$ cat config.mk
export PLATFORM = sky130hd
export DESIGN_NAME = btcw_queue
export DESIGN_NICKNAME = d
export VERILOG_FILES = /design/src/hw/rtl/btcw_pkg.sv /design/src/hw/rtl/btcw_queue.sv
export SDC_FILE = /design/constraint.sdc
export NUM_CORES = 1
export LEC_CHECK = 0
export ABC_CLOCK_PERIOD_IN_PS = 7600
export BUFFER_PORTS_ARGS = -buffer_cell sky130_fd_sc_hd__buf_2
export CAP_MARGIN = 20
export CORE_UTILIZATION = 60
export CTS_BUF_LIST = sky130_fd_sc_hd__clkbuf_2
export DETAILED_ROUTE_END_ITERATION = 10
export PLACE_DENSITY_LB_ADDON = 0.05
export SLEW_MARGIN = 30
export SYNTH_ARGS = -nofsm -noshare
export SYNTH_HDL_FRONTEND = slang
export SYNTH_SLANG_ARGS = --single-unit
$ cat constraint.sdc
create_clock -name clk -period 7.6 [get_ports clk]
set_input_delay 0 -clock clk [delete_from_list [all_inputs] [get_ports clk]]
set_output_delay 0 -clock clk [all_outputs]
set_load 0.05 [all_outputs]
$ cat src/hw/rtl/btcw_pkg.sv
// Shared types, codes and constants for the bitmap text console writer.
// Used by every RTL module of the block; no dependencies.
`timescale 1ns / 1ps

package btcw_pkg;

    // Fixed glyph geometry and font store size
    localparam int CHAR_WIDTH  = 8;
    localparam int GLYPH_COUNT = 128;
    localparam int GLYPH_ROWS  = 8;
    localparam int FONT_DEPTH  = GLYPH_COUNT * GLYPH_ROWS;
    localparam int FONT_AW     = $clog2(FONT_DEPTH);

    // Command queue between front and back
    localparam int QUEUE_DEPTH = 4;
    localparam int QUEUE_AW    = $clog2(QUEUE_DEPTH);
    localparam int QUEUE_CW    = $clog2(QUEUE_DEPTH + 1);

    // Input operation codes
    localparam logic [1:0] OP_PUT_CHAR   = 2'd0;
    localparam logic [1:0] OP_LOAD_FONT  = 2'd1;
    localparam logic [1:0] OP_SET_CURSOR = 2'd2;

    // Configuration register indexes
    localparam logic [2:0] REG_FRAME_BASE    = 3'd0;
    localparam logic [2:0] REG_ROW_STRIDE    = 3'd1;
    localparam logic [2:0] REG_WIN_LEFT      = 3'd2;
    localparam logic [2:0] REG_WIN_TOP       = 3'd3;
    localparam logic [2:0] REG_WIN_RIGHT     = 3'd4;
    localparam logic [2:0] REG_WIN_BOTTOM    = 3'd5;
    localparam logic [2:0] REG_NL_CLEAR      = 3'd6;
    localparam logic [2:0] REG_WRAP_ENABLE   = 3'd7;

    localparam logic [6:0]  CHAR_NEWLINE  = 7'h0A;
    localparam logic [11:0] CURSOR_MAX    = 12'hFFF;
    localparam logic [3:0]  NL_CLEAR_MAX  = 4'd8;

    // Configuration register set
    typedef struct packed {
        logic [31:0] frame_base;
        logic [9:0]  row_stride;
        logic [11:0] win_left;
        logic [11:0] win_top;
        logic [11:0] win_right;
        logic [11:0] win_bottom;
        logic [3:0]  newline_clear_bytes;
        logic        wrap_enable;
    } cfg_t;

    // Accepted input item as held in the front
    typedef struct packed {
        logic [1:0] operation;
        logic [7:0] char_code;
        logic [2:0] glyph_row;
        logic [7:0] font_byte;
        logic [8:0] cursor_column;
        logic [8:0] cursor_row;
    } in_item_t;

    typedef enum logic [1:0] {
        CMD_LOAD_FONT = 2'd0,
        CMD_GLYPH     = 2'd1,
        CMD_CLEAR     = 2'd2
    } cmd_kind_t;

    // Classified work for the back, before the row offset is formed
    typedef struct packed {
        cmd_kind_t   kind;
        logic [6:0]  char_code;
        logic [2:0]  glyph_row;
        logic [7:0]  font_byte;
        logic [8:0]  x_byte;
        logic [11:0] draw_y;
        logic [3:0]  clear_len;
    } draw_t;

    // Queue entry
    typedef struct packed {
        cmd_kind_t   kind;
        logic [6:0]  char_code;
        logic [2:0]  glyph_row;
        logic [7:0]  font_byte;
        logic [8:0]  x_byte;
        logic [21:0] row_offset;
        logic [3:0]  clear_len;
    } cmd_t;

    // Clamp a cursor sum to the 12-bit range
    function automatic logic [11:0] sat12(input logic [12:0] v);
        return v[12] ? CURSOR_MAX : v[11:0];
    endfunction

endpackage

$ cat src/hw/rtl/btcw_queue.sv
// Command queue between the front and the back of the console writer.
// Depends on btcw_pkg for cmd_t and the queue depth.
`timescale 1ns / 1ps

module btcw_queue (
    input  logic           clk,
    input  logic           rst_n,
    input  logic           push,
    input  btcw_pkg::cmd_t push_data,
    output logic           full,
    input  logic           pop,
    output btcw_pkg::cmd_t pop_data,
    output logic           empty
);

    btcw_pkg::cmd_t                   entry_reg [btcw_pkg::QUEUE_DEPTH];
    logic [btcw_pkg::QUEUE_AW-1:0]    wr_ptr_reg, wr_ptr_next;
    logic [btcw_pkg::QUEUE_AW-1:0]    rd_ptr_reg, rd_ptr_next;
    logic [btcw_pkg::QUEUE_CW-1:0]    count_reg, count_next;
    logic                             do_push, do_pop;

    assign full     = (count_reg == btcw_pkg::QUEUE_CW'(btcw_pkg::QUEUE_DEPTH));
    assign empty    = (count_reg == '0);
    assign do_push  = push && !full;
    assign do_pop   = pop && !empty;
    assign pop_data = entry_reg[rd_ptr_reg];

    // Advance pointers and count
    always_comb
    begin
        wr_ptr_next = wr_ptr_reg;
        rd_ptr_next = rd_ptr_reg;
        count_next  = count_reg;
        if (do_push)
        begin
            wr_ptr_next = (wr_ptr_reg == btcw_pkg::QUEUE_AW'(btcw_pkg::QUEUE_DEPTH - 1))
                        ? '0 : wr_ptr_reg + 1'b1;
        end
        if (do_pop)
        begin
            rd_ptr_next = (rd_ptr_reg == btcw_pkg::QUEUE_AW'(btcw_pkg::QUEUE_DEPTH - 1))
                        ? '0 : rd_ptr_reg + 1'b1;
        end
        case ({do_push, do_pop})
            2'b10:   count_next = count_reg + 1'b1;
            2'b01:   count_next = count_reg - 1'b1;
            default: count_next = count_reg;
        endcase
    end

    always_ff @(posedge clk or negedge rst_n)
    begin
        if (!rst_n)
        begin
            wr_ptr_reg <= '0;
            rd_ptr_reg <= '0;
            count_reg  <= '0;
        end
        else
        begin
            wr_ptr_reg <= wr_ptr_next;
            rd_ptr_reg <= rd_ptr_next;
            count_reg  <= count_next;
        end
    end

    // Store the pushed entry
    always_ff @(posedge clk)
    begin
        if (do_push)
        begin
            entry_reg[wr_ptr_reg] <= push_data;
        end
    end

endmodule

==> results.sh <==
export IMPL_yosysTopAreaCell="edfxtp_1"
export IMPL_cts_resized_gates=0
export IMPL_synth_common_cells="edfxtp_1 (220), mux4_2 (55), dfrtp_1 (7), inv_1 (7), ha_1 (6)"
export IMPL_critical_path_class="flip-flop to output port"
export IMPL_drv_slew=0
export IMPL_drv_cap=0
export IMPL_synth_most_common_cell="edfxtp_1"
export IMPL_netlist_area_mm2=0.00838
export IMPL_finClkSkew_ns=0.0681
export IMPL_layout_nets=671
export IMPL_syn_mean_instance_area_um2=25.6
export IMPL_path_cells="buf_4 > mux4_2 > buf_2"
export IMPL_drcViolationCount=0
export IMPL_insertion_delay_ns=0.80
export IMPL_root_buffer="clkbuf_2"
export IMPL_fmax_mhz=325
export IMPL_grt_pass1_wl_mm=25.1
export IMPL_synth_area_top_cells="edfxtp_1 (79%), mux4_2 (15%), dfrtp_1 (2.1%)"
export IMPL_area_growth_pct=28.3
export IMPL_largest_register_ffs=220
export IMPL_grt_max_degree=46
export IMPL_drive_gt1_share_pct=42.3
export IMPL_rrSetupSlack_ns=5.22
export IMPL_slew_headroom_pct=53.6
export IMPL_syn_inst=327
export IMPL_fp_row_count=42
export IMPL_rsz0062_at_grt="false"
export IMPL_cts_setup_buffers=0
export IMPL_synth_edf_count=220
export IMPL_end_kind="output port"
export IMPL_port_buffers=115
export IMPL_hp_class="input pin to async pin"
export IMPL_slowest_stage="dfrtp_4"
export IMPL_cts_htree_levels=2
export IMPL_finalWirelength_mm=16.2
export IMPL_setup_viol=0
export IMPL_yosys_register_bits=227
export IMPL_cts_clk_slew_worst_paths_ns=0.10
export IMPL_startpoint_type="flip-flop"
export IMPL_die_y_um=120
export IMPL_post_drt_wl_per_cell_um=19.7
export IMPL_io_pins=116
export IMPL_powerDensity_mw_per_mm2=393
export IMPL_setup_tns_ns=0
export IMPL_core_area_mm2=0.0135
export IMPL_antenna_found_initial=1
export IMPL_crit_path_max_incr_delay_ns=0.79
export IMPL_grt_pass1_vias=4790
export IMPL_place_gp_congestion=0.691
export IMPL_tightest_slew_ns=0.696
export IMPL_min_period_ns=3.07
export IMPL_dr_pass1_iters=4
export IMPL_status="finished clean"
export IMPL_cts_hold_buf=114
export IMPL_async_flop_share_pct=3.08
export IMPL_ys_flop_type="edfxtp_1"
export IMPL_start_util_pct=62.3
export IMPL_ys_warn_count=0
export IMPL_finalPower_mw=4.23
export IMPL_peakVddDrop_uv=299
export IMPL_finalCritPeriodShare_pct=40.5
export IMPL_clock_sinks=227
export IMPL_leakagePower_nw=3.92
export IMPL_max_clock_path_buffers=3
export IMPL_vias=4393
export IMPL_viasPerCell=5.34
export IMPL_synth_cell_types=20
export IMPL_track_usage_pct=23.9
export IMPL_yosysTopAreaCellShare_pct=78.8
export IMPL_die_x_um=120
export IMPL_cts_tree="yes"
export IMPL_drt_initial_drc_count=323
export IMPL_crit_fanout=32
export IMPL_path_delay_family="buffers and inverters"
export IMPL_cts_buffers=53
export IMPL_yosysSeqAreaShare_pct=80.9
export IMPL_dp_hpwl_mm=8.35
export IMPL_arrival_ns=3.07
export IMPL_cp_num_buf_inv=2
export IMPL_die_area_mm2=0.0144
export IMPL_overflow=0
export IMPL_crit_required_ns=7.60
export IMPL_final_hold_violation_count=0
export IMPL_syn_num_nets=393
export IMPL_ant_nets=0
==> layout by cell type, fill, tap and decap left out, types with 5 or more instances in the layout <==
cell | netlist | routed
edfxtp_1 | 220 | 220
clkinv_1 | 0 | 10
inv_1 | 7 | 7
dlygate4sd3_1 | 0 | 114
buf_2 | 5 | 115
buf_4 | 2 | 6
ha_1 | 6 | 6
mux4_2 | 55 | 55
clkbuf_2 | 0 | 82
dfrtp_1 | 7 | 5
==> worst min-delay path: cells and delay by family <==
family	cells	cell delay [ns]
buf+inv	3	1.38
==> cells by family (layout without fill, tap and decap cells) <==
family                   after synthesis  after routing  synth area share (%)
AND/OR/NAND/NOR                       11             11                 0.821
buffers and inverters                 19            337                  1.37
flip-flops                           227            227                  80.9
multiplexers                          60             60                  15.4
adder cells (fa/ha/maj)                7              7                  1.13
XOR/XNOR                               3              3                 0.314
other                                  0              1                     0
==> stage by stage <==
| step | cell area (um2) | worst slack [ns] | hold slack [ns] | util (%) | cells |
|---|---|---|---|---|---|
| after floorplan | 8380 | 4.88 | -0.296 | - | 327 |
| after CTS | 10700 | 4.38 | 0.135 | 79.9 | 821 |
| after global routing | 10800 | 4.26 | 0.158 | 79.9 | 822 |
| after detailed placement | 9150 | 5.21 | -0.144 | 68.0 | 612 |
| after global placement | 9140 | 5.15 | -0.153 | 68.0 | 612 |
| final | 10800 | 4.53 | 0.198 | 79.9 | 822 |
==> worst paths after layout <==
path / start / to / depth (start not counted)
min in group clk: pop / rd_ptr_reg[0]$_DFFE_PN0P_ / 4
worst max-delay path: rd_ptr_reg[0]$_DFFE_PN0P_ / pop_data[32] / 3
max in group asynchronous: rst_n / rd_ptr_reg[1]$_DFFE_PN0P_ / 3
worst min register to register: count_reg[2]$_DFFE_PN0P_ / count_reg[2]$_DFFE_PN0P_ / 1
worst max register to register: count_reg[2]$_DFFE_PN0P_ / entry_reg[1][41]$_DFFE_PP_ / 4
worst min-delay path: rst_n / wr_ptr_reg[1]$_DFFE_PN0P_ / 3
==> report_power, final <==
group / switching, mW / total [mW] / internal, mW
Combinational: 1.18 / 1.72 / 0.546
Clock: 0.451 / 0.735 / 0.284
Sequential: 0.117 / 1.77 / 1.65
==> layer usage <==
layer,wire length [um],vias up,GRT usage [%],share of wire [%]
met1,6220,2216,29.3,38
li1,-,1977,-,-
met2,8730,163,40.8,54
met5,0,-,0,0
met3,918,37,6.51,5.7
met4,343,0,9.45,2.1
==> cell type report <==
type                       count  area, um2
clock buffer                  82        410
sequential                   227       6790
inverter                       7       26.3
fill                         745       2700
multi-input combinational     81       1490
clock inverter                13       51.3
timing repair buffer         235       1760
tap                          176        220
antenna                        1       2.50
Power figures use the tool's default switching activity.
