===== src/hw/rtl/btcw_pkg.sv =====
// Shared types, codes and constants for the bitmap text console writer.
// Used by every RTL module of the block; no dependencies.
`timescale 1ns / 1ps

package btcw_pkg;

    // Fixed glyph geometry and font store size
    localparam int CHAR_WIDTH  = 8;
    localparam int GLYPH_COUNT = 128;
    localparam int GLYPH_ROWS  = 8;
    localparam int FONT_DEPTH  = GLYPH_COUNT * GLYPH_ROWS;
    localparam int FONT_AW     = $clog2(FONT_DEPTH);

    // Command queue between front and back
    localparam int QUEUE_DEPTH = 4;
    localparam int QUEUE_AW    = $clog2(QUEUE_DEPTH);
    localparam int QUEUE_CW    = $clog2(QUEUE_DEPTH + 1);

    // Input operation codes
    localparam logic [1:0] OP_PUT_CHAR   = 2'd0;
    localparam logic [1:0] OP_LOAD_FONT  = 2'd1;
    localparam logic [1:0] OP_SET_CURSOR = 2'd2;

    // Configuration register indexes
    localparam logic [2:0] REG_FRAME_BASE    = 3'd0;
    localparam logic [2:0] REG_ROW_STRIDE    = 3'd1;
    localparam logic [2:0] REG_WIN_LEFT      = 3'd2;
    localparam logic [2:0] REG_WIN_TOP       = 3'd3;
    localparam logic [2:0] REG_WIN_RIGHT     = 3'd4;
    localparam logic [2:0] REG_WIN_BOTTOM    = 3'd5;
    localparam logic [2:0] REG_NL_CLEAR      = 3'd6;
    localparam logic [2:0] REG_WRAP_ENABLE   = 3'd7;

    localparam logic [6:0]  CHAR_NEWLINE  = 7'h0A;
    localparam logic [11:0] CURSOR_MAX    = 12'hFFF;
    localparam logic [3:0]  NL_CLEAR_MAX  = 4'd8;

    // Configuration register set
    typedef struct packed {
        logic [31:0] frame_base;
        logic [9:0]  row_stride;
        logic [11:0] win_left;
        logic [11:0] win_top;
        logic [11:0] win_right;
        logic [11:0] win_bottom;
        logic [3:0]  newline_clear_bytes;
        logic        wrap_enable;
    } cfg_t;

    // Accepted input item as held in the front
    typedef struct packed {
        logic [1:0] operation;
        logic [7:0] char_code;
        logic [2:0] glyph_row;
        logic [7:0] font_byte;
        logic [8:0] cursor_column;
        logic [8:0] cursor_row;
    } in_item_t;

    typedef enum logic [1:0] {
        CMD_LOAD_FONT = 2'd0,
        CMD_GLYPH     = 2'd1,
        CMD_CLEAR     = 2'd2
    } cmd_kind_t;

    // Classified work for the back, before the row offset is formed
    typedef struct packed {
        cmd_kind_t   kind;
        logic [6:0]  char_code;
        logic [2:0]  glyph_row;
        logic [7:0]  font_byte;
        logic [8:0]  x_byte;
        logic [11:0] draw_y;
        logic [3:0]  clear_len;
    } draw_t;

    // Queue entry
    typedef struct packed {
        cmd_kind_t   kind;
        logic [6:0]  char_code;
        logic [2:0]  glyph_row;
        logic [7:0]  font_byte;
        logic [8:0]  x_byte;
        logic [21:0] row_offset;
        logic [3:0]  clear_len;
    } cmd_t;

    // Clamp a cursor sum to the 12-bit range
    function automatic logic [11:0] sat12(input logic [12:0] v);
        return v[12] ? CURSOR_MAX : v[11:0];
    endfunction

endpackage


===== src/hw/rtl/btcw_if.sv =====
// Valid/ready channel interfaces for the input items and the frame buffer writes.
// Depends on nothing beyond plain logic types.
`timescale 1ns / 1ps

interface btcw_in_if;
    logic       valid;
    logic       ready;
    logic [1:0] operation;
    logic [7:0] char_code;
    logic [2:0] glyph_row;
    logic [7:0] font_byte;
    logic [8:0] cursor_column;
    logic [8:0] cursor_row;

    modport source (
        output valid, operation, char_code, glyph_row, font_byte, cursor_column, cursor_row,
        input  ready
    );
    modport sink (
        input  valid, operation, char_code, glyph_row, font_byte, cursor_column, cursor_row,
        output ready
    );
endinterface



===== src/hw/rtl/btcw_front.sv =====
// Front of the console writer: accepts items, keeps the cursor and classifies the work.
// Depends on btcw_pkg and btcw_in_if; feeds btcw_queue.
`timescale 1ns / 1ps

module btcw_front #(
    parameter int LINE_HEIGHT = 8
) (
    input  logic              clk,
    input  logic              rst_n,
    input  btcw_pkg::cfg_t    cfg,
    btcw_in_if.sink           in_ch,
    input  logic              q_full,
    output logic              q_push,
    output btcw_pkg::cmd_t    q_data
);

    btcw_pkg::in_item_t in_item_reg;
    logic               in_valid_reg, in_valid_next;
    btcw_pkg::draw_t    s2_reg, s2_next;
    logic               s2_valid_reg, s2_valid_next;
    logic [11:0]        cursor_x_reg, cursor_x_next;
    logic [11:0]        cursor_y_reg, cursor_y_next;

    logic               s1_go;
    logic               need_entry;
    btcw_pkg::draw_t    s1_draw;
    logic [6:0]         ch;

    // Character placement terms
    logic [12:0]        x_end;
    logic               at_right;
    logic [11:0]        y_down;
    logic [11:0]        x_wrap, y_wrap, y_draw;
    logic               at_bottom;
    logic [11:0]        x_after;

    // Newline clear length terms
    logic               nl_has_room;
    logic [11:0]        nl_room;
    logic [3:0]         nl_cap, nl_len;

    // Set cursor terms
    logic [12:0]        row_span;

    assign ch = in_item_reg.char_code[6:0];

    assign x_end     = {1'b0, cursor_x_reg} + 13'(btcw_pkg::CHAR_WIDTH);
    assign at_right  = (x_end >= {1'b0, cfg.win_right});
    assign y_down    = btcw_pkg::sat12({1'b0, cursor_y_reg} + 13'(LINE_HEIGHT));
    assign x_wrap    = at_right ? cfg.win_left : cursor_x_reg;
    assign y_wrap    = at_right ? y_down : cursor_y_reg;
    assign at_bottom = (({1'b0, y_wrap} + 13'(LINE_HEIGHT - 1)) >= {1'b0, cfg.win_bottom});
    assign y_draw    = at_bottom ? cfg.win_top : y_wrap;
    assign x_after   = btcw_pkg::sat12({1'b0, x_wrap} + 13'(btcw_pkg::CHAR_WIDTH));

    assign nl_has_room = (cfg.win_right > cursor_x_reg);
    assign nl_room     = cfg.win_right - cursor_x_reg;
    assign nl_cap      = (cfg.newline_clear_bytes > btcw_pkg::NL_CLEAR_MAX)
                       ? btcw_pkg::NL_CLEAR_MAX : cfg.newline_clear_bytes;
    assign nl_len      = !nl_has_room ? 4'd0
                       : (nl_room < {8'd0, nl_cap}) ? nl_room[3:0] : nl_cap;

    assign row_span = 13'(in_item_reg.cursor_row) * 13'(LINE_HEIGHT);

    // Handshake: hold one item, move it on when stage two can take it
    assign q_push      = s2_valid_reg && !q_full;
    assign s1_go       = in_valid_reg && (!s2_valid_reg || q_push);
    assign in_ch.ready = !in_valid_reg || s1_go;

    // Classify the held item and update the cursor
    always_comb
    begin
        cursor_x_next     = cursor_x_reg;
        cursor_y_next     = cursor_y_reg;
        need_entry        = 1'b0;
        s1_draw.kind      = btcw_pkg::CMD_GLYPH;
        s1_draw.char_code = ch;
        s1_draw.glyph_row = in_item_reg.glyph_row;
        s1_draw.font_byte = in_item_reg.font_byte;
        s1_draw.x_byte    = cursor_x_reg[11:3];
        s1_draw.draw_y    = cursor_y_reg;
        s1_draw.clear_len = nl_len;
        case (in_item_reg.operation)
            btcw_pkg::OP_LOAD_FONT:
            begin
                need_entry   = 1'b1;
                s1_draw.kind = btcw_pkg::CMD_LOAD_FONT;
            end
            btcw_pkg::OP_SET_CURSOR:
            begin
                cursor_x_next = btcw_pkg::sat12(13'(cfg.win_left)
                              + {1'b0, in_item_reg.cursor_column, 3'b000});
                cursor_y_next = btcw_pkg::sat12(13'(cfg.win_top) + row_span);
            end
            btcw_pkg::OP_PUT_CHAR:
            begin
                if (ch == btcw_pkg::CHAR_NEWLINE)
                begin
                    need_entry    = nl_has_room && (nl_len != 4'd0);
                    s1_draw.kind  = btcw_pkg::CMD_CLEAR;
                    cursor_x_next = cfg.win_left;
                    cursor_y_next = y_down;
                end
                else if (!at_right || cfg.wrap_enable)
                begin
                    need_entry     = 1'b1;
                    s1_draw.kind   = btcw_pkg::CMD_GLYPH;
                    s1_draw.x_byte = x_wrap[11:3];
                    s1_draw.draw_y = y_draw;
                    cursor_x_next  = x_after;
                    cursor_y_next  = y_draw;
                end
            end
            default:
            begin
                need_entry = 1'b0;
            end
        endcase
    end

    // Next state of the holding register and stage two
    always_comb
    begin
        in_valid_next = in_valid_reg;
        if (in_ch.valid && in_ch.ready)
        begin
            in_valid_next = 1'b1;
        end
        else if (s1_go)
        begin
            in_valid_next = 1'b0;
        end

        s2_next       = s2_reg;
        s2_valid_next = s2_valid_reg;
        if (s1_go)
        begin
            s2_next       = s1_draw;
            s2_valid_next = need_entry;
        end
        else if (q_push)
        begin
            s2_valid_next = 1'b0;
        end
    end

    always_ff @(posedge clk or negedge rst_n)
    begin
        if (!rst_n)
        begin
            in_valid_reg <= 1'b0;
            s2_valid_reg <= 1'b0;
            cursor_x_reg <= '0;
            cursor_y_reg <= '0;
        end
        else
        begin
            in_valid_reg <= in_valid_next;
            s2_valid_reg <= s2_valid_next;
            if (s1_go)
            begin
                cursor_x_reg <= cursor_x_next;
                cursor_y_reg <= cursor_y_next;
            end
        end
    end

    // Capture payloads
    always_ff @(posedge clk)
    begin
        if (in_ch.valid && in_ch.ready)
        begin
            in_item_reg.operation     <= in_ch.operation;
            in_item_reg.char_code     <= in_ch.char_code;
            in_item_reg.glyph_row     <= in_ch.glyph_row;
            in_item_reg.font_byte     <= in_ch.font_byte;
            in_item_reg.cursor_column <= in_ch.cursor_column;
            in_item_reg.cursor_row    <= in_ch.cursor_row;
        end
        s2_reg <= s2_next;
    end

    // Form the row offset on the way into the queue
    always_comb
    begin
        q_data.kind       = s2_reg.kind;
        q_data.char_code  = s2_reg.char_code;
        q_data.glyph_row  = s2_reg.glyph_row;
        q_data.font_byte  = s2_reg.font_byte;
        q_data.x_byte     = s2_reg.x_byte;
        q_data.row_offset = {10'd0, s2_reg.draw_y} * {12'd0, cfg.row_stride};
        q_data.clear_len  = s2_reg.clear_len;
    end

endmodule


===== src/flat_wrapper.sv =====
// flat-port wrapper written by rule: the top's interface ports become plain ports
module btcw_front_flat 
#(
    parameter int LINE_HEIGHT = 8
)
  (clk, rst_n, cfg, q_full, q_push, q_data, in_ch_valid, in_ch_operation, in_ch_char_code, in_ch_glyph_row, in_ch_font_byte, in_ch_cursor_column, in_ch_cursor_row, in_ch_ready);
  btcw_in_if in_ch_i ();
  input  logic clk;
  input  logic rst_n;
  input  btcw_pkg::cfg_t cfg;
  input  logic q_full;
  output logic q_push;
  output btcw_pkg::cmd_t q_data;
  input wire logic [$bits(in_ch_i.valid)-1:0] in_ch_valid;
  input wire logic [$bits(in_ch_i.operation)-1:0] in_ch_operation;
  input wire logic [$bits(in_ch_i.char_code)-1:0] in_ch_char_code;
  input wire logic [$bits(in_ch_i.glyph_row)-1:0] in_ch_glyph_row;
  input wire logic [$bits(in_ch_i.font_byte)-1:0] in_ch_font_byte;
  input wire logic [$bits(in_ch_i.cursor_column)-1:0] in_ch_cursor_column;
  input wire logic [$bits(in_ch_i.cursor_row)-1:0] in_ch_cursor_row;
  output wire logic [$bits(in_ch_i.ready)-1:0] in_ch_ready;
  assign in_ch_i.valid = in_ch_valid;
  assign in_ch_i.operation = in_ch_operation;
  assign in_ch_i.char_code = in_ch_char_code;
  assign in_ch_i.glyph_row = in_ch_glyph_row;
  assign in_ch_i.font_byte = in_ch_font_byte;
  assign in_ch_i.cursor_column = in_ch_cursor_column;
  assign in_ch_i.cursor_row = in_ch_cursor_row;
  assign in_ch_ready = in_ch_i.ready;
  btcw_front #(.LINE_HEIGHT(LINE_HEIGHT)) u_core (.clk(clk), .rst_n(rst_n), .cfg(cfg), .in_ch(in_ch_i), .q_full(q_full), .q_push(q_push), .q_data(q_data));
endmodule

===== config.mk =====
export PLATFORM = sky130hd
export DESIGN_NAME = btcw_front_flat
export DESIGN_NICKNAME = d
export VERILOG_FILES = /design/src/hw/rtl/btcw_pkg.sv /design/src/hw/rtl/btcw_if.sv /design/src/hw/rtl/btcw_front.sv /design/src/flat_wrapper.sv
export SDC_FILE = /design/constraint.sdc
export NUM_CORES = 1
export LEC_CHECK = 0
export BUFFER_PORTS_ARGS = -buffer_cell sky130_fd_sc_hd__buf_2
export CORE_ASPECT_RATIO = 1.4
export CORE_UTILIZATION = 50
export CTS_BUF_LIST = sky130_fd_sc_hd__clkbuf_16
export DETAILED_ROUTE_END_ITERATION = 10
export HOLD_SLACK_MARGIN = 0.02
export MAX_ROUTING_LAYER = met4
export PLACE_DENSITY = 0.72
export REMOVE_ABC_BUFFERS = 1
export SYNTH_ARGS = -nofsm -noshare
export SYNTH_HDL_FRONTEND = slang
export SYNTH_SLANG_ARGS = --single-unit

===== constraint.sdc =====
create_clock -name clk -period 18.3 [get_ports clk]
set_input_delay 3.66 -clock clk [delete_from_list [all_inputs] [get_ports clk]]
set_output_delay 3.66 -clock clk [all_outputs]
set_load 0.02 [all_outputs]

==> results of run 1 <==
## cell usage after synthesis (6+ instances only)
master,number,area share
o22ai_1,9,0.0047
nand4_1,7,0.0037
mux2_2,17,0.016
o21ai_1,17,0.0071
nor2_1,74,0.023
ha_1,118,0.12
and3_1,11,0.0057
a21oi_1,56,0.023
buf_4,35,0.022
xnor2_1,42,0.031
and2_1,60,0.031
edfxtp_1,83,0.21
clkbuf_1,36,0.011
o211ai_1,10,0.0063
o21ai_0,59,0.025
o21a_1,12,0.0075
or2_2,6,0.0031
fa_1,81,0.14
nand2_1,144,0.045
a211oi_1,11,0.0069
buf_2,17,0.0071
inv_1,140,0.044
nor3_1,24,0.010
mux2i_1,19,0.016
nand3_1,30,0.013
a21o_1,13,0.0081
xor2_1,15,0.011
a31oi_1,16,0.0083
nor2b_1,13,0.0068
dfrtp_1,26,0.054
## area by class of cell
class	instances	share of cell area
multi-input cells	974	0.598
flip-flops and latches	109	0.240
repair buffers	171	0.0672
inverters	140	0.0401
well taps	306	0.0292
clock buffers	9	0.0172
clock inverters	7	0.00812
diodes	1	0.000191
## routing by layer
| layer | up-vias | share of wire | track usage |
|---|---|---|---|
| met5 | - | 0 | - |
| met4 | 0 | 0.049 | 0.149 |
| met3 | 105 | 0.045 | 0.0282 |
| met2 | 354 | 0.53 | 0.475 |
| met1 | 4692 | 0.37 | 0.271 |
| li1 | 4720 | - | - |
## placed cells by master (no fill, tap or decap), drive strengths merged, types with 42 or more instances in the layout
cell type / n
a21oi: 57
and2: 61
buf: 171
edfxtp: 83
fa: 81
ha: 118
inv: 142
nand2: 145
nor2: 74
o21ai: 77
xnor2: 42
## through the flow
stage | hold WS [ns] | setup slack (ns) | instance area, sq um
2_1_floorplan | 0.400 | 6.46 | 11500
6_report | 0.426 | 5.77 | 13100
3_3_place_gp | 0.400 | 5.80 | 12800
4_1_cts | 0.427 | 5.73 | 13100
5_1_grt | 0.432 | 5.48 | 13100
3_5_place_dp | 0.405 | 5.75 | 12800
## path summary, 6_finish.rpt
| path | startpoint | slack, ns | endpoint |
|---|---|---|---|
| worst max-delay path | cfg[56] | 5.77 | q_data[25] |
| worst min-delay path | u_core.in_item_reg[21] | 0.43 | u_core.q_data[38] |
| worst max register to register | u_core.cursor_x_reg[5] | 11.31 | u_core.s2_reg[9] |
| worst min register to register | u_core.in_item_reg[21] | 0.43 | u_core.q_data[38] |
| max in group asynchronous | rst_n | 14.46 | u_core.cursor_x_reg[1] |
| min in group asynchronous | rst_n | 3.34 | u_core.cursor_x_reg[9] |
## cell families (layout without fill, tap and decap cells)
family | Yosys count | after routing
simple gates | 403 | 403
compound gates | 277 | 277
buf+inv | 231 | 327
fa+ha+maj | 199 | 199
flops | 109 | 109
xor+xnor | 57 | 57
mux | 38 | 38
other cells | 0 | 1
## critical path, cell delays in order
cell	delay, ns
buf_2	0.23
nand2_1	0.12
fa_1	0.53
fa_1	0.52
inv_1	0.04
ha_1	0.26
inv_1	0.05
fa_1	0.52
inv_1	0.05
fa_1	0.47
ha_1	0.35
o21ai_0	0.27
a21boi_0	0.17
o221ai_1	0.31
a31oi_1	0.18
a41oi_1	0.32
a211oi_1	0.15
a21o_1	0.20
a21oi_1	0.16
xnor2_1	0.12
buf_2	0.17
==> out/summary.txt, run 1 <==
IO buf count -> 161
post-CTS setup buffers -> 0
post-synthesis xor/xnor area fraction -> 0.0416
Synth Area in Compound Gates -> 0.154
I/O pin cnt -> 195
detailed-route via count -> 9871
Die Ht -> 185 um
Crit Path Class -> in2out
total grt overflow -> 0
Synth cell types -> 85
Pre-antenna DRT Iters -> 5
Crit path required time -> 14.64 ns
clock-pin slew of the registers on the worst-case setup and hold paths -> 0.09 ns
final hold violation count -> 0
Slew HR -> 0.236
fill cell count -> 2102
Util after Layout -> 0.560
RSZ-0062 raised after global routing -> no
endpoints failing setup -> 0
clk_lat worst skew -> 0.37 ns
sequential cell area -> 3140 sq um
nets -> 1742
chip width -> 133 um
Num CTS Buffers -> 9
Via-to-Cell Ratio -> 5.75
H-tree Lvls -> 3
status -> finished, final reports clean
worst clock skew -> 0.0187 ns
largest net degree at the start of global routing -> 47
mux share of post-synthesis cell area -> 0.0337
Worst Hold Class -> reg2reg
Sink Count -> 109
pins over their slew limit -> 0
CTS tree -> done
final WL -> 30500 um
simple-gate area share of the yosys netlist -> 0.164
Synth Area in Adders -> 0.258
Syn Area/Cell -> 9.13 sq um
Peak Freq -> 0.0798 GHz
Starting Density -> 0.513
max reg flops -> 33
clock tree root buffer cell -> clkbuf_16
share of cells above drive strength 1 -> 0.163
Rows -> 66
Post-Syn Area -> 12000 sq um
Die Area -> 24600 sq um
CP max FO -> 12
EDFF count, synth -> 83
Total GRT Usage -> 0.260
Routed wire per std cell -> 17.8 um
synth warn -> 0
critical path arrival -> 8.87 ns
hold buffers post-CTS -> 0
routability cong. -> 0.933
Setup crit start kind -> primary input
r2r worst-path depth -> 22
Primary FF master, synth -> edfxtp_1
period utilization -> 0.685
DRT iter0 DRCs -> 422
Async SR Flop Fraction -> 0.239
minimum clock period -> 12.53 ns
cts repair resizes -> 0
final routed DRC violation total -> 0
Post-Syn Instances -> 1314
max cap viols -> 0
Cell Count, Final, Fillers Out -> 1717
Worst Max-Slew Pin Slew -> 1.15 ns
Crit. End Element -> output pin
area grow syn2layout -> 9.20%
initial antenna violation count -> 1
CORE AREA -> 23400 sq um
largest family of logic cells by synthesized area -> adder cells
placed insts -> 1700
setup TNS -> 0 ns
dpl hpwl -> 24100 um
Synth Register Bits -> 109
Routed Antenna Nets -> 0
Hold Path Cell Cnt -> 0
post-synthesis sequential area ratio -> 0.262
Multi-input gate area -> 7830 sq um
first-pass GRT wire length -> 48700 um
CTS max path bufs -> 2
vias in the first global route -> 10000
Power of run 1 is not shown: default switching activity piles up to over one toggle a cycle in this logic, so the estimate is an artifact.
==> run 2: changes to the inputs <==
- ABC_AREA: default -> 1
- PLACE_DENSITY: 0.72 -> 0.75
- clock period: 18.3 -> 11.3 ns (I/O delays scaled with it)
==> out/summary.txt, run 2 <==
Crit. End Element -> output pin (unchanged)
Slew HR -> 0.146 (was 0.236)
Pre-antenna DRT Iters -> 5 (unchanged)
most frequent cells in the layout -> 396 x nand2_1, 286 x inv_1, 161 x buf_2 (was 161 x buf_2, 144 x nand2_1, 140 x inv_1)
synth warn -> 0 (unchanged)
area leader, netlist -> edfxtp_1 (unchanged)
first-pass GRT wire length -> 47400 um (was 48700 um)
worst clock skew -> 0.00965 ns (was 0.0187 ns)
ANT cells -> 0 (was 1)
fill cell count -> 2168 (was 2102)
post-CTS setup buffers -> 0 (unchanged)
Die Area -> 24600 sq um (about the same)
Critical Path Sink -> q_data[22] (was q_data[25])
r2r worst-path depth -> 34 (was 22)
nets -> 1988 (was 1742)
met2 Usage GRT -> 0.440 (was 0.475)
vias in the first global route -> 10400 (was 10000)
final WL -> 28500 um (was 30500 um)
Worst R2R Start -> u_core.cursor_x_reg[3] (was u_core.cursor_x_reg[5])
Routed wire per std cell -> 14.5 um (was 17.8 um)
max reg flops -> 33 (unchanged)
Critical Path Stages -> 25 (was 21)
Async SR Flop Fraction -> 0.239 (unchanged)
hold buffers post-CTS -> 0 (unchanged)
detailed-route via count -> 10400 (was 9871)
pre-CTS WS -> 1.71 ns (was 5.75 ns)
flop-to-flop setup slack -> 4.50 ns (was 11.31 ns)
max cap viols -> 0 (unchanged)
CORE AREA -> 23400 sq um (unchanged)
most instantiated library cell after synthesis -> nand2_1 (unchanged)
critical path's top delay family -> adder cells (unchanged)
Critical Path Source -> cfg[56] (unchanged)
chip width -> 133 um (about the same)
Via-to-Cell Ratio -> 5.28 (was 5.75)
minimum clock period -> 9.51 ns
EDFF count, synth -> 83 (unchanged)
H-tree Lvls -> 3 (unchanged)
share of cells above drive strength 1 -> 0.137 (was 0.163)
Post-Syn Instances -> 1549 (was 1314)
total grt overflow -> 0 (unchanged)
routability cong. -> 0.917 (was 0.933)
grt met1 use -> 0.279 (was 0.271)
post-synthesis sequential area ratio -> 0.263 (was 0.262)
area share of the largest cell type after synthesis -> 0.208 (about the same)
final setup margin -> 1.79 ns (was 5.77 ns)
final routed DRC violation total -> 0 (unchanged)
clk_lat worst skew -> 0.36 ns (was 0.37 ns)
Rows -> 66 (unchanged)
Final Cell Area -> 13100 sq um (about the same)
Die Ht -> 185 um (about the same)
clock tree root buffer cell -> clkbuf_16 (unchanged)
initial antenna violation count -> 0 (was 1)
Sink Count -> 109 (unchanged)
max incr delay on CP -> 0.53 ns (about the same)
Synth cell types -> 48 (was 85)
Syn Area/Cell -> 7.73 sq um (was 9.13 sq um)
final hold violation count -> 0 (unchanged)
Primary FF master, synth -> edfxtp_1 (unchanged)
most frequent cell on the critical path -> nand2_1 (was fa_1)
CP max FO -> 12 (unchanged)
Worst Max-Slew Pin Slew -> 1.28 ns (was 1.15 ns)
Area after DPL -> 12800 sq um (unchanged)
Peak Freq -> 0.105 GHz
cts repair resizes -> 0 (unchanged)
Buf/Inv on CP -> 5 (unchanged)
Worst Hold Class -> reg2reg (unchanged)
met3 GRT Util -> 0.0323 (was 0.0282)
setup TNS -> 0 ns (unchanged)
Crit Path Class -> in2out (unchanged)
CTS tree -> done (unchanged)
largest net degree at the start of global routing -> 39 (was 47)
status -> finished, final reports clean (unchanged)
Starting Density -> 0.512 (was 0.513)
Routed Antenna Nets -> 0 (unchanged)
Synth top cells by count -> 396 x nand2_1, 286 x inv_1, 118 x ha_1, 88 x a21oi_1, 84 x nor2_1 (was 144 x nand2_1, 140 x inv_1, 118 x ha_1, 83 x edfxtp_1, 81 x fa_1)
I/O pin cnt -> 195 (unchanged)
Setup crit start kind -> primary input (unchanged)
critical path arrival -> 7.25 ns (was 8.87 ns)
area grow syn2layout -> 9.22% (was 9.20%)
CTS max path bufs -> 2 (unchanged)
reg2reg end -> u_core.s2_reg[5] (was u_core.s2_reg[9])
DRT iter0 DRCs -> 745 (was 422)
endpoints failing setup -> 0 (unchanged)
RSZ-0062 raised after global routing -> no (unchanged)
crit path max-delay cell type -> fa_1 (unchanged)
Total GRT Usage -> 0.246 (was 0.260)
clock-pin slew of the registers on the worst-case setup and hold paths -> 0.08 ns (was 0.09 ns)
Area contributors post-synth -> edfxtp_1 21%, fa_1 14%, nand2_1 12% (was edfxtp_1 21%, fa_1 14%, ha_1 12%)
IO buf count -> 161 (unchanged)
Util after Layout -> 0.560 (about the same)
dpl hpwl -> 23200 um (was 24100 um)
Synth Register Bits -> 109 (unchanged)
commonest non-fill, non-tap cell in the layout -> nand2_1 (was buf_2)
pins over their slew limit -> 0 (unchanged)
Post-Syn Area -> 12000 sq um (about the same)
Crit path required time -> 9.04 ns (was 14.64 ns)
Num CTS Buffers -> 9 (unchanged)
period utilization -> 0.842
busiest layer in global routing -> met2 (unchanged)
-- run 2: kinds of logic (layout without fill, tap and decap cells) --
family	Yosys count	after routing	synth area share
AND/OR/NAND/NOR	628	628	0.223
buffers and inverters	371	478	0.129
adder cells (fa/ha/maj)	199	199	0.259
AO/OA/AOI/OAI	193	193	0.0908
flip-flops	109	109	0.263
XOR/XNOR	49	49	0.0358
-- run 2: how the worst min path moves through the flow --
| stage | startpoint | to | slack [ns] | cells past startpoint |
|---|---|---|---|---|
| finish | u_core.in_item_reg[25] | u_core.q_data[42] | 0.43 | 0 |
| detailed placement | u_core.in_item_reg[26] | u_core.q_data[43] | 0.41 | 0 |
| global route | u_core.in_item_reg[26] | u_core.q_data[43] | 0.44 | 0 |
| global placement | u_core.in_item_reg[28] | u_core.q_data[45] | 0.40 | 0 |
| floorplan | u_core.in_item_reg[18] | u_core.q_data[35] | 0.40 | 0 |
| CTS | u_core.in_item_reg[26] | u_core.q_data[43] | 0.43 | 0 |
-- run 2: area by class of cell --
class	count	area, sq um	area share
clock buffers	9	225	0.0172
clock inverters	7	86.3	0.00660
inverters	297	1110	0.0853
multi-input cells	1069	7290	0.557
flip-flops and latches	109	3140	0.240
well taps	306	383	0.0293
repair buffers	165	836	0.0639
-- run 2: worst register-to-register path, delay by kind of cell, from the launching register on --
family                   cells  cell delay [ns]
AND/OR/NAND/NOR             19             3.11
AO/OA/AOI/OAI                4             1.37
adder cells (fa/ha/maj)      4             0.98
flip-flops                   1             0.44
buffers and inverters        5             0.34
XOR/XNOR                     2             0.31
-- run 2: through the flow --
stage	cells	hold WS (ns)
6_report	1962	0.425
5_1_grt	1962	0.438
4_1_cts	1962	0.425
3_5_place_dp	1946	0.406
3_3_place_gp	1946	0.400
2_1_floorplan	1475	0.400
-- run 2: layer usage --
metal / vias to the layer above / part of all wire / wire (um)
met5: - / 0 / 0
met4: 0 / 0.028 / 807
met3: 70 / 0.052 / 1470
met2: 341 / 0.52 / 14700
met1: 4867 / 0.40 / 11500
li1: 5084 / - / -
Power of run 2 is left out for the same reason.
